[src/rtl/vca_pkg.sv]
package vca_pkg;

    localparam int KIND_W     = 2;
    localparam int PRIO_W     = 8;
    localparam int HANDLE_W   = 25;
    localparam int GEN_W      = 17;
    localparam int HIDX_W     = 8;
    localparam int CHIDX_W    = 5;
    localparam int CNT_W      = 6;

    localparam logic [KIND_W-1:0] KIND_ALLOC   = 2'd0;
    localparam logic [KIND_W-1:0] KIND_LOOKUP  = 2'd1;
    localparam logic [KIND_W-1:0] KIND_RELEASE = 2'd2;

    localparam logic [GEN_W-1:0] GEN_LIMIT     = 17'h0FFFF;
    localparam logic [GEN_W-1:0] GEN_RESTART   = 17'd1;
    localparam logic [CNT_W-1:0] ACTIVE_RESET  = 6'd32;

    typedef struct packed {
        logic [KIND_W-1:0]   kind;
        logic [PRIO_W-1:0]   request_priority;
        logic [HANDLE_W-1:0] handle_in;
    } req_t;

    typedef struct packed {
        logic                ok;
        logic [CHIDX_W-1:0]  channel_index;
        logic [HANDLE_W-1:0] handle_out;
        logic                stolen;
    } rsp_t;

    // One channel table entry as held in memory.
    typedef struct packed {
        logic              occ;
        logic [PRIO_W-1:0] prio;
        logic [GEN_W-1:0]  gen;
    } entry_t;

    typedef enum logic [2:0] {
        ST_IDLE,
        ST_SCAN,
        ST_CHECK,
        ST_WRITE,
        ST_DONE
    } state_t;

    // Control between the sequencer and the top level.
    typedef struct packed {
        logic busy;
        logic res_valid;
    } ctrl_status_t;

endpackage

[src/rtl/vca_ram.sv]
module vca_ram #(
    parameter int WIDTH = 26,
    parameter int DEPTH = 32,
    localparam int AW = (DEPTH > 1) ? $clog2(DEPTH) : 1
) (
    input  logic             clk,
    input  logic             we,
    input  logic [AW-1:0]    waddr,
    input  logic [WIDTH-1:0] wdata,
    input  logic             re,
    input  logic [AW-1:0]    raddr,
    output logic [WIDTH-1:0] rdata
);

    logic [WIDTH-1:0] mem_reg [DEPTH];
    logic [WIDTH-1:0] rdata_reg;

    always_ff @(posedge clk)
    begin
        if (we)
        begin
            mem_reg[waddr] <= wdata;
        end
        if (re)
        begin
            rdata_reg <= mem_reg[raddr];
        end
    end

    assign rdata = rdata_reg;

endmodule

[src/rtl/vca_ctrl.sv]
module vca_ctrl #(
    parameter int MAX_CHANNELS = 32
) (
    input  logic                      clk,
    input  logic                      rst_n,
    input  vca_pkg::req_t             item,
    input  logic                      item_accept,
    input  logic [vca_pkg::CNT_W-1:0] live_count,
    input  logic                      res_take,
    output vca_pkg::rsp_t             res,
    output vca_pkg::ctrl_status_t     status
);

    localparam int IDX_W = (MAX_CHANNELS > 1) ? $clog2(MAX_CHANNELS) : 1;
    localparam int ENT_W = $bits(vca_pkg::entry_t);

    vca_pkg::state_t state_reg, state_next;
    vca_pkg::req_t   item_reg, item_next;
    vca_pkg::rsp_t   res_reg, res_next;

    logic [vca_pkg::CNT_W-1:0]  rd_cnt_reg, rd_cnt_next;
    logic [vca_pkg::CNT_W-1:0]  proc_reg, proc_next;
    logic                       pend_reg, pend_next;
    logic [vca_pkg::PRIO_W-1:0] bound_reg, bound_next;
    logic [vca_pkg::CNT_W-1:0]  pick_reg, pick_next;
    logic [vca_pkg::GEN_W-1:0]  pgen_reg, pgen_next;
    logic                       evict_reg, evict_next;
    logic                       found_reg, found_next;
    logic [MAX_CHANNELS-1:0]    vld_reg, vld_next;

    logic             ram_we;
    logic [IDX_W-1:0] ram_waddr;
    logic             ram_re;
    logic [IDX_W-1:0] ram_raddr;
    logic [ENT_W-1:0] ram_wdata;
    logic [ENT_W-1:0] ram_rdata;

    vca_pkg::entry_t             ent;
    vca_pkg::entry_t             wr_ent;
    logic                        ent_vld;
    logic                        ent_occ;
    logic [vca_pkg::GEN_W-1:0]   ent_gen;
    logic [vca_pkg::HIDX_W-1:0]  in_hidx;
    logic                        in_hidx_ok;
    logic [vca_pkg::HIDX_W-1:0]  hidx;
    logic [vca_pkg::GEN_W-1:0]   hgen;
    logic                        scan_last;
    logic                        scan_take;
    logic                        scan_issue;
    logic                        hit;
    logic [vca_pkg::GEN_W-1:0]   gen_bump;
    logic [vca_pkg::CNT_W-1:0]   ent_idx;

    vca_ram #(
        .WIDTH (ENT_W),
        .DEPTH (MAX_CHANNELS)
    ) u_ram (
        .clk   (clk),
        .we    (ram_we),
        .waddr (ram_waddr),
        .wdata (ram_wdata),
        .re    (ram_re),
        .raddr (ram_raddr),
        .rdata (ram_rdata)
    );

    assign in_hidx    = item.handle_in[vca_pkg::HIDX_W-1:0];
    assign in_hidx_ok = in_hidx < {2'b00, live_count};
    assign hidx       = item_reg.handle_in[vca_pkg::HIDX_W-1:0];
    assign hgen       = item_reg.handle_in[vca_pkg::HANDLE_W-1:vca_pkg::HIDX_W];

    // Entry under examination: scan position or handle index.
    assign ent_idx = (state_reg == vca_pkg::ST_CHECK) ? vca_pkg::CNT_W'(hidx) : proc_reg;
    assign ent     = vca_pkg::entry_t'(ram_rdata);
    assign ent_vld = vld_reg[IDX_W'(ent_idx)];
    assign ent_occ = ent_vld & ent.occ;
    assign ent_gen = ent_vld ? ent.gen : '0;

    assign scan_last  = proc_reg == (live_count - 6'd1);
    assign scan_take  = ent_occ && (bound_reg >= ent.prio);
    assign scan_issue = rd_cnt_reg < live_count;
    assign hit        = ent_occ && (ent_gen == hgen);

    // Count past the limit restarts at one so a fresh handle never has generation zero.
    assign gen_bump = (pgen_reg > vca_pkg::GEN_LIMIT) ? vca_pkg::GEN_RESTART
                                                      : pgen_reg + 17'd1;

    // Next state
    always_comb
    begin
        state_next = state_reg;
        unique case (state_reg)
            vca_pkg::ST_IDLE:
            begin
                if (item_accept)
                begin
                    priority if (item.kind == vca_pkg::KIND_ALLOC)
                        state_next = (live_count == '0) ? vca_pkg::ST_DONE : vca_pkg::ST_SCAN;
                    else if (item.kind == vca_pkg::KIND_LOOKUP ||
                             item.kind == vca_pkg::KIND_RELEASE)
                        state_next = in_hidx_ok ? vca_pkg::ST_CHECK : vca_pkg::ST_DONE;
                    else
                        state_next = vca_pkg::ST_DONE;
                end
            end
            vca_pkg::ST_SCAN:
            begin
                if (pend_reg)
                begin
                    priority if (!ent_occ)
                        state_next = vca_pkg::ST_WRITE;
                    else if (scan_last)
                        state_next = (found_reg || scan_take) ? vca_pkg::ST_WRITE
                                                              : vca_pkg::ST_DONE;
                    else
                        state_next = vca_pkg::ST_SCAN;
                end
            end
            vca_pkg::ST_CHECK: state_next = vca_pkg::ST_DONE;
            vca_pkg::ST_WRITE: state_next = vca_pkg::ST_DONE;
            vca_pkg::ST_DONE:
            begin
                if (res_take)
                begin
                    state_next = vca_pkg::ST_IDLE;
                end
            end
            default: state_next = vca_pkg::ST_IDLE;
        endcase
    end

    // Outputs: memory port and status
    always_comb
    begin
        ram_re           = 1'b0;
        ram_raddr        = '0;
        ram_we           = 1'b0;
        ram_waddr        = '0;
        wr_ent           = ent;
        status.busy      = 1'b1;
        status.res_valid = 1'b0;
        unique case (state_reg)
            vca_pkg::ST_IDLE:
            begin
                status.busy = 1'b0;
                // Launch the first read together with the accept.
                ram_re      = item_accept;
                ram_raddr   = (item.kind == vca_pkg::KIND_ALLOC) ? '0 : IDX_W'(in_hidx);
            end
            vca_pkg::ST_SCAN:
            begin
                ram_re    = scan_issue;
                ram_raddr = IDX_W'(rd_cnt_reg);
            end
            vca_pkg::ST_CHECK:
            begin
                ram_we     = hit && (item_reg.kind == vca_pkg::KIND_RELEASE);
                ram_waddr  = IDX_W'(hidx);
                wr_ent.occ = 1'b0;
            end
            vca_pkg::ST_WRITE:
            begin
                ram_we      = 1'b1;
                ram_waddr   = IDX_W'(pick_reg);
                wr_ent.occ  = 1'b1;
                wr_ent.prio = item_reg.request_priority;
                wr_ent.gen  = gen_bump;
            end
            vca_pkg::ST_DONE:
            begin
                status.res_valid = 1'b1;
            end
            default:
            begin
                status.busy = 1'b1;
            end
        endcase
    end

    assign ram_wdata = ENT_W'(wr_ent);

    // Datapath
    always_comb
    begin
        item_next   = item_reg;
        res_next    = res_reg;
        rd_cnt_next = rd_cnt_reg;
        proc_next   = proc_reg;
        pend_next   = pend_reg;
        bound_next  = bound_reg;
        pick_next   = pick_reg;
        pgen_next   = pgen_reg;
        evict_next  = evict_reg;
        found_next  = found_reg;
        vld_next    = vld_reg;
        unique case (state_reg)
            vca_pkg::ST_IDLE:
            begin
                if (item_accept)
                begin
                    item_next   = item;
                    res_next    = '0;
                    rd_cnt_next = 6'd1;
                    proc_next   = '0;
                    pend_next   = 1'b1;
                    bound_next  = item.request_priority;
                    found_next  = 1'b0;
                    evict_next  = 1'b0;
                end
            end
            vca_pkg::ST_SCAN:
            begin
                pend_next = scan_issue;
                if (scan_issue)
                begin
                    rd_cnt_next = rd_cnt_reg + 6'd1;
                    proc_next   = rd_cnt_reg;
                end
                if (pend_reg)
                begin
                    priority if (!ent_occ)
                    begin
                        pick_next  = proc_reg;
                        pgen_next  = ent_gen;
                        evict_next = 1'b0;
                        found_next = 1'b1;
                    end
                    else if (scan_take)
                    begin
                        bound_next = ent.prio;
                        pick_next  = proc_reg;
                        pgen_next  = ent_gen;
                        evict_next = 1'b1;
                        found_next = 1'b1;
                    end
                end
            end
            vca_pkg::ST_CHECK:
            begin
                if (hit)
                begin
                    res_next.ok            = 1'b1;
                    res_next.channel_index = hidx[vca_pkg::CHIDX_W-1:0];
                end
            end
            vca_pkg::ST_WRITE:
            begin
                vld_next[IDX_W'(pick_reg)] = 1'b1;
                res_next.ok            = 1'b1;
                res_next.channel_index = pick_reg[vca_pkg::CHIDX_W-1:0];
                res_next.handle_out    = {gen_bump, 2'b00, pick_reg};
                res_next.stolen        = evict_reg;
            end
            vca_pkg::ST_DONE:
            begin
                pend_next = 1'b0;
            end
            default:
            begin
                pend_next = 1'b0;
            end
        endcase
    end

    always_ff @(posedge clk or negedge rst_n)
    begin
        if (!rst_n)
        begin
            state_reg <= vca_pkg::ST_IDLE;
            vld_reg   <= '0;
            pend_reg  <= 1'b0;
            found_reg <= 1'b0;
        end
        else
        begin
            state_reg <= state_next;
            vld_reg   <= vld_next;
            pend_reg  <= pend_next;
            found_reg <= found_next;
        end
    end

    always_ff @(posedge clk)
    begin
        item_reg   <= item_next;
        res_reg    <= res_next;
        rd_cnt_reg <= rd_cnt_next;
        proc_reg   <= proc_next;
        bound_reg  <= bound_next;
        pick_reg   <= pick_next;
        pgen_reg   <= pgen_next;
        evict_reg  <= evict_next;
    end

    assign res = res_reg;

endmodule

[src/rtl/voice_channel_allocator_unit.sv]
// Voice channel allocator. The channel table (occupied mark, priority,
// generation) lives in one single-port-read RAM; an allocate walks the active
// channels one RAM read per cycle and stops at the first empty one; if none is
// empty it evicts the channel of lowest priority not above the request's (on a
// tie the later one), else it fails. A lookup or release reads one entry. One
// item is in work at a time: req_stall is high from the accept until the result
// moves into the output register, and a result waiting there does not hold off
// the next item. cfg_data sets the number of active channels (reset 32, capped
// at MAX_CHANNELS); write it only while no item is in work. cfg_ready is always
// high.
module voice_channel_allocator_unit #(
    parameter int MAX_CHANNELS = 32
) (
    input  logic                      clk,
    input  logic                      rst_n,
    input  logic                      req_valid,
    output logic                      req_stall,
    input  vca_pkg::req_t             req_data,
    output logic                      rsp_valid,
    input  logic                      rsp_stall,
    output vca_pkg::rsp_t             rsp_data,
    input  logic                      cfg_valid,
    output logic                      cfg_ready,
    input  logic [vca_pkg::CNT_W-1:0] cfg_data
);

    logic [vca_pkg::CNT_W-1:0] active_reg;
    logic [vca_pkg::CNT_W-1:0] live_count;
    logic                      rsp_valid_reg;
    vca_pkg::rsp_t             rsp_data_reg;
    vca_pkg::rsp_t             res;
    vca_pkg::ctrl_status_t     status;
    logic                      item_accept;
    logic                      res_take;

    assign cfg_ready   = 1'b1;
    assign req_stall   = status.busy;
    assign item_accept = req_valid && !status.busy;
    assign res_take    = status.res_valid && (!rsp_valid_reg || !rsp_stall);

    assign live_count = ({3'b000, active_reg} > 9'(MAX_CHANNELS))
                      ? vca_pkg::CNT_W'(MAX_CHANNELS) : active_reg;

    vca_ctrl #(
        .MAX_CHANNELS (MAX_CHANNELS)
    ) u_ctrl (
        .clk         (clk),
        .rst_n       (rst_n),
        .item        (req_data),
        .item_accept (item_accept),
        .live_count  (live_count),
        .res_take    (res_take),
        .res         (res),
        .status      (status)
    );

    always_ff @(posedge clk or negedge rst_n)
    begin
        if (!rst_n)
        begin
            active_reg    <= vca_pkg::ACTIVE_RESET;
            rsp_valid_reg <= 1'b0;
        end
        else
        begin
            if (cfg_valid)
            begin
                active_reg <= cfg_data;
            end
            if (res_take)
            begin
                rsp_valid_reg <= 1'b1;
            end
            else if (!rsp_stall)
            begin
                rsp_valid_reg <= 1'b0;
            end
        end
    end

    always_ff @(posedge clk)
    begin
        if (res_take)
        begin
            rsp_data_reg <= res;
        end
    end

    assign rsp_valid = rsp_valid_reg;
    assign rsp_data  = rsp_data_reg;

    a_busy_after_accept: assert property (@(posedge clk) disable iff (!rst_n)
        req_valid && !req_stall |=> req_stall)
        else $error("accepted item did not raise stall");

    a_fail_is_zero: assert property (@(posedge clk) disable iff (!rst_n)
        rsp_valid && !rsp_data.ok |-> rsp_data.channel_index == '0 &&
            rsp_data.handle_out == '0 && !rsp_data.stolen)
        else $error("failed result carries nonzero fields");

    a_stolen_needs_ok: assert property (@(posedge clk) disable iff (!rst_n)
        rsp_valid && rsp_data.stolen |-> rsp_data.ok)
        else $error("eviction reported without success");

    a_handle_gen_nonzero: assert property (@(posedge clk) disable iff (!rst_n)
        rsp_valid && rsp_data.handle_out != '0 |->
            rsp_data.handle_out[vca_pkg::HANDLE_W-1:vca_pkg::HIDX_W] != '0)
        else $error("new handle has generation zero");

endmodule
[config.mk]
export PLATFORM = sky130hd
export DESIGN_NAME = voice_channel_allocator_unit
export DESIGN_NICKNAME = d
export VERILOG_FILES = /design/src/rtl/vca_pkg.sv /design/src/rtl/vca_ram.sv /design/src/rtl/vca_ctrl.sv /design/src/rtl/voice_channel_allocator_unit.sv
export SDC_FILE = /design/constraint.sdc
export NUM_CORES = 1
export LEC_CHECK = 0
export BUFFER_PORTS_ARGS = -buffer_cell sky130_fd_sc_hd__buf_2
export CAP_MARGIN = 20
export CELL_PAD_IN_SITES_DETAIL_PLACEMENT = 2
export CELL_PAD_IN_SITES_GLOBAL_PLACEMENT = 2
export CORE_MARGIN = 2
export CORE_UTILIZATION = 46
export CTS_CLUSTER_SIZE = 16
export DETAILED_ROUTE_END_ITERATION = 7
export PLACE_DENSITY = 0.79
export SLEW_MARGIN = 20
export SYNTH_ARGS = -nofsm -noshare
export SYNTH_HDL_FRONTEND = slang
export SYNTH_SLANG_ARGS = --single-unit
[constraint.sdc]
create_clock -name clk -period 5.15 [get_ports clk]
set_input_delay 0.7725 -clock clk [delete_from_list [all_inputs] [get_ports clk]]
set_output_delay 0.7725 -clock clk [all_outputs]
set_load 0.02 [all_outputs]
==> run metrics <==
via count 28500; Max clock buf depth 3; max reg flops 832; first-pass GRT wire length ~220 mm; placer congestion estimate 0.874; Seq/Total Area, Yosys 0.730; clock root buffer clkbuf_16; post-route ant nets 0; number of cell rows 111; Worst-path clk slew 0.06 ns; fin crit share 0.911; pre-CTS setup slack 0.541 ns; worst min path class input pin to asynchronous set/reset pin; drt first pass iters 6; layout cells sized above 1 0.134; Final Core Density 0.528; later-pin clock latency in the skew report about 0.7 ns; top_reg_cell synth edfxtp_1; Crit Path Category flop to flop; Post-Route WL 155 mm; count leader, synth edfxtp_1; GRT Util Overall 0.327; CTS tree done; final worst slack 0.457 ns; post-route insts no fill ~4400; R2R cell count 10; upper clock frequency limit 0.213 GHz; H-tree Lvls 3; DR iter-0 viols between 3000 and 4000; NumNets Final ~3200; Avg Inst Size Synth between 10 and 15 um^2; Vias/cell 6.52; die width 308 um; pwr dens between 600 and 700 mW/mm^2; pins over their slew limit 0; r2r endpoint u_ctrl.u_ram.mem_reg[15][14]; drc violations 0; Critical Path AT 5.01 ns; CTS Buf Count 109; post-CTS setup buffers 0; reg2reg start u_ctrl.state_reg[1]; synthesized netlist cell count 2993; worst path required time 5.47 ns; Max FO, Critical Path 26; total I/O pin count 81; WHS 0.0756 ns; Post-synth ARST share 0.0424; Sink Count 1038; Ant. Diodes 0; area grow syn2layout 13.9%; CTS resizes 0; cell taking the most area after synthesis edfxtp_1; critical path capture point type flop; core box area ~0.092 mm^2; Yosys reg bits around 1000; drt wl/cell 35.5 um; IO Port Bufs 77; most frequent cells after synthesis edfxtp_1 (994), nand2_1 (488), a211oi_1 (289); # fillers between 8000 and 9000; Max VDD drop between 0.0003 and 0.0004 V; post-layout minimum cycle time around 4.7 ns; Synth top area share 0.704; setup TNS 0 ns; RSZ-0062 raised after global routing false; Placed Cells 4169; Synth Cell Area around 0.042 mm^2; synth top area cells edfxtp_1 (70%), a211oi_1 (5.1%), nand2_1 (4.3%); P_leak 0.0163 uW; Slew @ Worst Pin 1.18 ns; Starting Density 0.463; worst reg2reg setup slack around 0.46 ns; Chip Height 308 um; Max-cap violations 0; antenna violations before repair 6; pin count of the biggest net entering global routing ~110; CTS Hold Buffers Added 0; post-DP HPWL about 96 mm; Synth warnings 0; die area between 0.09 and 0.1 mm^2; relative slew slack 0.214; Hold Violations, Final 0; Synth cell types 66; CP startpoint kind flop; Fin Clk Skew 0.0305 ns; endpoints failing setup 0; vias in the first global route 30600; number of flops mapped to enable cells by yosys 994; outcome complete, no violations; GRT Residual Overflow 0
==> area by class of cell <==
| cell class | instances | area (um^2) | share of cell area |
|---|---|---|---|
| inverter | 28 | 105 | 0.00218 |
| timing repair buffer | 191 | 1550 | 0.0321 |
| multi-input combinational | 1727 | 10800 | 0.223 |
| clock inverter | 60 | 490 | 0.0102 |
| tap | 1186 | 1480 | 0.0307 |
| sequential | 1038 | 31000 | 0.641 |
| clock buffer | 140 | 2940 | 0.0608 |
==> logic make-up (layout without fill, tap and decap cells) <==
| group | count (synthesis) | after routing | synth area share |
|---|---|---|---|
| other | 2 | 3 | 0.000177 |
| AO/OA/AOI/OAI | 742 | 742 | 0.126 |
| multiplexers | 28 | 28 | 0.00764 |
| AND/OR/NAND/NOR | 891 | 891 | 0.100 |
| buffers and inverters | 229 | 419 | 0.0211 |
| flip-flops | 1038 | 1038 | 0.730 |
| adder cells (fa/ha/maj) | 23 | 23 | 0.00678 |
| XOR/XNOR | 40 | 40 | 0.00826 |
==> where the power goes <==
| group | total (uW) | internal (uW) | switching [uW] | leakage (uW) |
|---|---|---|---|---|
| Sequential | 11700 | 11100 | 592 | 0.00961 |
| Combinational | 11600 | 3020 | 8620 | 0.00502 |
| Clock | 7830 | 4360 | 3470 | 0.00169 |
| Total | 31200 | 18500 | 12700 | 0.0163 |
==> cell usage in the layout, fill, tap and decap left out, types with 19 or more instances in the layout <==
cell and instances:
ha_1 23, a311oi_1 104, xor2_1 24, buf_12 23
dfrtp_1 43, buf_4 91, nor2_1 45, clkbuf_1 25
and2_0 23, o21ai_0 22, a21o_1 46, clkbuf_16 112
a31oi_1 105, edfxtp_1 994, and2_1 203, a211oi_1 289
nand3_1 19, clkinv_2 26, and2b_2 20, nand2_1 486
inv_1 28, buf_2 76, a21oi_1 100
==> worst max path at each step <==
stage                              from                            to  cells past startpoint
global route        u_ctrl.state_reg[1]  u_ctrl.u_ram.mem_reg[15][14]                     10
finish              u_ctrl.state_reg[1]  u_ctrl.u_ram.mem_reg[15][14]                     10
floorplan           u_ctrl.state_reg[2]            u_ctrl.pgen_reg[0]                     12
detailed placement         req_data[34]         u_ctrl.u_ram.rdata[4]                     13
CTS                 u_ctrl.state_reg[1]  u_ctrl.u_ram.mem_reg[15][14]                     10
global placement           req_data[33]        u_ctrl.u_ram.rdata[19]                     15
==> through the flow <==
step | power [uW] | area [um^2]
2_1_floorplan | 17300 | 42400
3_3_place_gp | 22100 | 44800
3_5_place_dp | 23000 | 44800
4_1_cts | 31000 | 48300
5_1_grt | 32000 | 48300
6_report | 31200 | 48300
==> metal layers <==
metal	track usage	share of wire	vias to the layer above	wire, um
li1	-	-	11600	-
met1	0.431	0.40	15100	61400
met2	0.542	0.49	1407	75500
met3	0.0519	0.072	334	11200
met4	0.136	0.045	2	6960
met5	0	0.000084	-	13
==> worst max-delay path, stage by stage, from the launching register on <==
cell and delay, ns:
dfrtp_1 0.60, or3b_4 0.57, mux2i_1 0.23, a221oi_1 0.43
a22oi_1 0.20, a22oi_2 0.23, o311ai_4 0.18, a211oi_4 0.29
o211ai_4 0.23, o21ai_4 0.52, and2b_2 0.78
(Power assumes the default switching activity.)
